==> config.mk <==
export PLATFORM = sky130hd
export DESIGN_NAME = mba_ctrl
export DESIGN_NICKNAME = d
export VERILOG_FILES = /design/src/mba_pkg.sv /design/src/mba_ctrl.sv
export SDC_FILE = /design/constraint.sdc
export NUM_CORES = 1
export LEC_CHECK = 0
export ABC_AREA = 0
export BUFFER_PORTS_ARGS = -buffer_cell sky130_fd_sc_hd__buf_2
export CAP_MARGIN = 20
export CORE_AREA = 5 5 42 44
export CTS_BUF_LIST = sky130_fd_sc_hd__clkbuf_4
export CTS_CLUSTER_SIZE = 20
export DETAILED_ROUTE_END_ITERATION = 6
export DIE_AREA = 0 0 47 49
export PLACE_DENSITY = 0.36
export REMOVE_ABC_BUFFERS = 1
export SYNTH_ARGS = -nofsm -noshare
export SYNTH_HDL_FRONTEND = slang
export SYNTH_SLANG_ARGS = --single-unit
==> constraint.sdc <==
create_clock -name clk_i -period 1.3 [get_ports clk_i]
set_input_delay 0.26 -clock clk_i [delete_from_list [all_inputs] [get_ports clk_i]]
set_output_delay 0.26 -clock clk_i [all_outputs]
set_load 0.005 [all_outputs]
==> src/mba_pkg.sv <==
// ----------------------------------------------------------------------------
// mba_pkg
// shared types, codes and default sizes for the mipmap box average block
// ----------------------------------------------------------------------------
package mba_pkg;

  localparam int unsigned MAX_TEXELS_DEF     = 4096;
  localparam int unsigned MAX_COMPONENTS_DEF = 4;
  localparam int unsigned VALUE_BITS_DEF     = 16;

  localparam int unsigned LEVEL_W    = 4;
  localparam int unsigned CX_W       = 12;
  localparam int unsigned CY_W       = 6;
  localparam int unsigned CZ_W       = 4;
  localparam int unsigned COMP_W     = 2;
  localparam int unsigned TVAL_W     = 16;
  localparam int unsigned RVAL_W     = 16;
  localparam int unsigned MODE_W     = 2;
  localparam int unsigned SIZE_W     = 4;
  localparam int unsigned NCOMP_W    = 3;
  localparam int unsigned CFG_IDX_W  = 2;
  localparam int unsigned CFG_DATA_W = 4;

  // register indexes
  localparam logic [CFG_IDX_W-1:0] CFG_DIM_MODE   = 2'd0;
  localparam logic [CFG_IDX_W-1:0] CFG_SIZE_LOG2  = 2'd1;
  localparam logic [CFG_IDX_W-1:0] CFG_COMPONENTS = 2'd2;

  // dimension modes
  localparam logic [MODE_W-1:0] MODE_1D = 2'd0;
  localparam logic [MODE_W-1:0] MODE_2D = 2'd1;
  localparam logic [MODE_W-1:0] MODE_3D = 2'd2;

  // register reset values
  localparam logic [MODE_W-1:0]  DIM_MODE_RST   = MODE_2D;
  localparam logic [SIZE_W-1:0]  SIZE_LOG2_RST  = 4'd6;
  localparam logic [NCOMP_W-1:0] COMPONENTS_RST = 3'd4;

  // commands
  localparam logic CMD_WRITE = 1'b0;
  localparam logic CMD_READ  = 1'b1;

  // status codes
  localparam logic STATUS_OK  = 1'b0;
  localparam logic STATUS_ERR = 1'b1;

  typedef struct packed {
    logic              command;
    logic [LEVEL_W-1:0] level;
    logic [CX_W-1:0]   coord_x;
    logic [CY_W-1:0]   coord_y;
    logic [CZ_W-1:0]   coord_z;
    logic [COMP_W-1:0] component;
    logic [TVAL_W-1:0] texel_value;
  } mba_item_t;

  // controller to datapath
  typedef struct packed {
    logic capture;
    logic wr_en;
    logic issue;
    logic load_out;
  } mba_ctrl_t;

  // datapath to controller
  typedef struct packed {
    logic bad;
    logic is_read;
    logic walk_last;
    logic out_free;
  } mba_stat_t;

endpackage

==> src/mba_ctrl.sv <==
// ----------------------------------------------------------------------------
// mba_ctrl
// sequencer: accept, check, write or walk the covered base texels, deliver result
// ----------------------------------------------------------------------------
module mba_ctrl
  import mba_pkg::*;
(
  input  logic      clk_i,
  input  logic      rst_ni,
  input  logic      req_valid_i,
  output logic      req_ready_o,
  input  mba_stat_t stat_i,
  output mba_ctrl_t ctrl_o
);

  typedef enum logic [2:0] {
    S_IDLE,
    S_CHECK,
    S_WALK,
    S_DRAIN,
    S_FINISH
  } state_e;

  state_e state_q, state_d;

  always_comb begin
    state_d          = state_q;
    ctrl_o           = '0;
    req_ready_o      = 1'b0;
    case (state_q)
      S_IDLE: begin
        req_ready_o    = 1'b1;
        ctrl_o.capture = req_valid_i;
        if (req_valid_i) begin
          state_d = S_CHECK;
        end
      end
      S_CHECK: begin
        if (stat_i.bad) begin
          state_d = S_FINISH;
        end else if (stat_i.is_read) begin
          state_d = S_WALK;
        end else begin
          ctrl_o.wr_en = 1'b1;
          state_d      = S_FINISH;
        end
      end
      S_WALK: begin
        ctrl_o.issue = 1'b1;
        if (stat_i.walk_last) begin
          state_d = S_DRAIN;
        end
      end
      S_DRAIN: begin
        state_d = S_FINISH;
      end
      S_FINISH: begin
        if (stat_i.out_free) begin
          ctrl_o.load_out = 1'b1;
          state_d         = S_IDLE;
        end
      end
      default: begin
        state_d = S_IDLE;
      end
    endcase
  end

  always_ff @(posedge clk_i or negedge rst_ni) begin
    if (!rst_ni) begin
      state_q <= S_IDLE;
    end else begin
      state_q <= state_d;
    end
  end

  a_write_only_good: assert property (@(posedge clk_i) disable iff (!rst_ni)
    ctrl_o.wr_en |-> (!stat_i.bad && !stat_i.is_read))
    else $error("store written for a failed or read item");

  a_walk_ends: assert property (@(posedge clk_i) disable iff (!rst_ni)
    (state_q == S_WALK && stat_i.walk_last) |=> (state_q == S_DRAIN))
    else $error("walk did not stop at the last texel");

  a_load_free: assert property (@(posedge clk_i) disable iff (!rst_ni)
    ctrl_o.load_out |-> stat_i.out_free)
    else $error("result loaded over a pending item");

  a_check_once: assert property (@(posedge clk_i) disable iff (!rst_ni)
    (state_q == S_CHECK) |=> (state_q != S_CHECK && state_q != S_IDLE))
    else $error("check step repeated or skipped");

endmodule

==> flow_summary.toml <==
[yosys]
yosysMostFrequentCell = "dfrtp_1"
yosys-top-cells-area = "dfrtp_1, nor3b_1, and4bb_2"
yosys_warnings = 0
avgSynthCellArea_um2 = 10.6
synth_ff_type = "dfrtp_1"
synth_seq_area_share_pct = 39.2
syn-instance-count = 18
synth_commonest_cells = "dfrtp_1, nor3_1, nor3b_1"
synth.distinct_cells = 14
synth_top_area_cell = "dfrtp_1"
ys_ff_latch = 3
async_flop_share_pct = 100
synth-edff-count = 0
synth.top_cell.area_share_pct = 39.2
synth.cell_area_um2 = 191

[die]
start_util_pct = 13.7
core_um2 = 1400
fp-row-count = 14
die_area_um2 = 2300
die_h_um = 49
die_w_um = 47
io_pins = 12

[power_and_ir_drop]
ir_drop_uv = 654
switchingPower_uw = 255
p_clk_share_pct = 25.5
sw_frac_of_total_pct = 34.5
total_power_uw = 737
power_density_nw_per_um2 = 2050
power_frac_comb_pct = 42.7
power_frac_seq_pct = 31.9
p_leak_uw = 0.000163
power.internal_uw = 482

[placed_design]
pre_cts_ws_ps = 71.9
port_buffers = 11
routabilityCongestion = 0.720

[setup_path]
critPathMaxFanout = 6
required_ps = 1040
start_kind = "register"
crit_type = "reg -> out"
cp.arrival_ps = 1140
rrSetupSlack_ps = 0
crit_path_end_kind = "output port"

[sta]
period_minus_slack_ps = 1400
timing.final.crit_share_pct = 108
setup_tns_ps = -330
fmax_mhz = 714
skew_ps = 0.663
setup_viol = 4
rsz0062_at_grt = "true"
worst_slack_ps = -101
tightest_slew_ps = 206
slew_viol_final = 0
finalHoldViolCount = 0
relSlewSlack_pct = 86.2

[drt]
ant_nets = 0
via_per_inst = 4.06
drt_iter0_drc = 0
routedWlPerCell_um = 11.5
via_count = 215
finalWirelength_um = 609
dr.pass1.iters = 1
drc = 0

[finish]
largest_reg_flops = 3
largest_registers = "state_q (3)"
fin_nets = 45
fin_util_pct = 25.6
layout-drive-gt1-share_pct = 73.0
diodes = 0
area_growth_pct = 87.6
regMostFlops = "state_q"

[clocking]
clk_latency_ps = 230
numClockSinks = 3
cts_root_buf = "clkbuf_4"
clockBufferDepth = 2
cts_buffers = 3
cts_tree = "built"
htreeDepth = 1
clk_pin_slew_worst_paths_ps = 40

[flow_run]
cap_violations = 0

[min_path]
hp-class = "in -> reg"

[global_route]
grt_pass1_wl_um = 1030
grt_max_degree = 9
grt_util_all_layers_pct = 6.69
overflow = 0
antenna_found_initial = 0
grt_pass1_vias = 260

[status]
violations = "setup timing"
status = "finished, violations left"
[stage by stage]
| step | instances | area, um2 | hold WS [ps] |
|---|---|---|---|
| 2_1_floorplan | 17 | 180 | -35.6 |
| 3_3_place_gp | 45 | 263 | 59.7 |
| 3_5_place_dp | 45 | 263 | 58.3 |
| 4_1_cts | 53 | 348 | 330 |
| 5_1_grt | 53 | 359 | 289 |
| 6_report | 53 | 359 | 311 |
[power groups by stage]
stage / Combinational (uW) / Sequential [uW] / Clock [uW]
4_1_cts: 297 / 218 / 193
2_1_floorplan: 115 / 182 / 0
6_report: 315 / 235 / 188
3_3_place_gp: 212 / 198 / 0
5_1_grt: 341 / 249 / 211
3_5_place_dp: 213 / 201 / 0
[worst paths after layout]
check | end | cells past startpoint | start
hold reg to reg | state_q[1] | 1 | state_q[2]
max in group asynchronous | state_q[0] | 2 | rst_ni
setup / recovery | ctrl_o[2] | 3 | state_q[2]
min in group asynchronous | state_q[1] | 2 | rst_ni
setup reg to reg | state_q[2] | 3 | state_q[1]
hold / removal | state_q[2] | 3 | stat_i[0]
[worst max-delay path, stage by stage, from the launching register on]
cell	delay, ps
dfrtp_2	450
nand2b_4	160
nor4_2	140
buf_2	150
[cells in the final DEF, fill, tap and decap left out]
| cell type | count |
|---|---|
| and4bb_2 | 1 |
| nor4_2 | 1 |
| dlygate4sd3_1 | 1 |
| clkbuf_4 | 4 |
| a21oi_1 | 1 |
| or2b_1 | 1 |
| or4b_1 | 1 |
| nand4bb_1 | 1 |
| mux2i_1 | 1 |
| dfrtp_2 | 3 |
| o21ai_1 | 1 |
| nor3b_1 | 1 |
| nor3_4 | 1 |
| buf_2 | 11 |
| and2_1 | 1 |
| nor3_1 | 1 |
| nand2b_4 | 1 |
| buf_4 | 4 |
| nor3b_2 | 1 |
[per-layer routing]
layer / vias to the layer above / wire length, um / global-route usage [%]
li1: 105 / - / -
met4: 0 / 12 / 8.29
met2: 10 / 305 / 9.50
met3: 2 / 43 / 2.58
met5: - / 0 / 0
met1: 98 / 249 / 6.15
[kinds of logic (layout without fill, tap and decap cells)]
kind of cell / Yosys count / count (layout) / synth area share (%)
AND/OR/NAND/NOR: 11 / 11 / 44.4
flip-flops: 3 / 3 / 39.2
AO/OA/AOI/OAI: 2 / 2 / 5.22
multiplexers: 1 / 1 / 5.23
buffers and inverters: 1 / 20 / 5.88
[cell type report]
cell class / count / area, um2
fillers: 168 / 1040
repair buffers: 16 / 95.1
clock buffers: 4 / 30.0
multi-input cells: 14 / 135
flip-flops and latches: 3 / 78.8
well taps: 16 / 20.0
[repair_timing]
item	CTS	global route
endpoints found under the hold margin	3	0
cloned	0	0
hold buffers	1	0
resized for setup	6	3
setup buffers	3	0
setup endpoints to repair	4	5
pin swaps	2	1
Note: power is estimated with default switching activity, not from simulation.
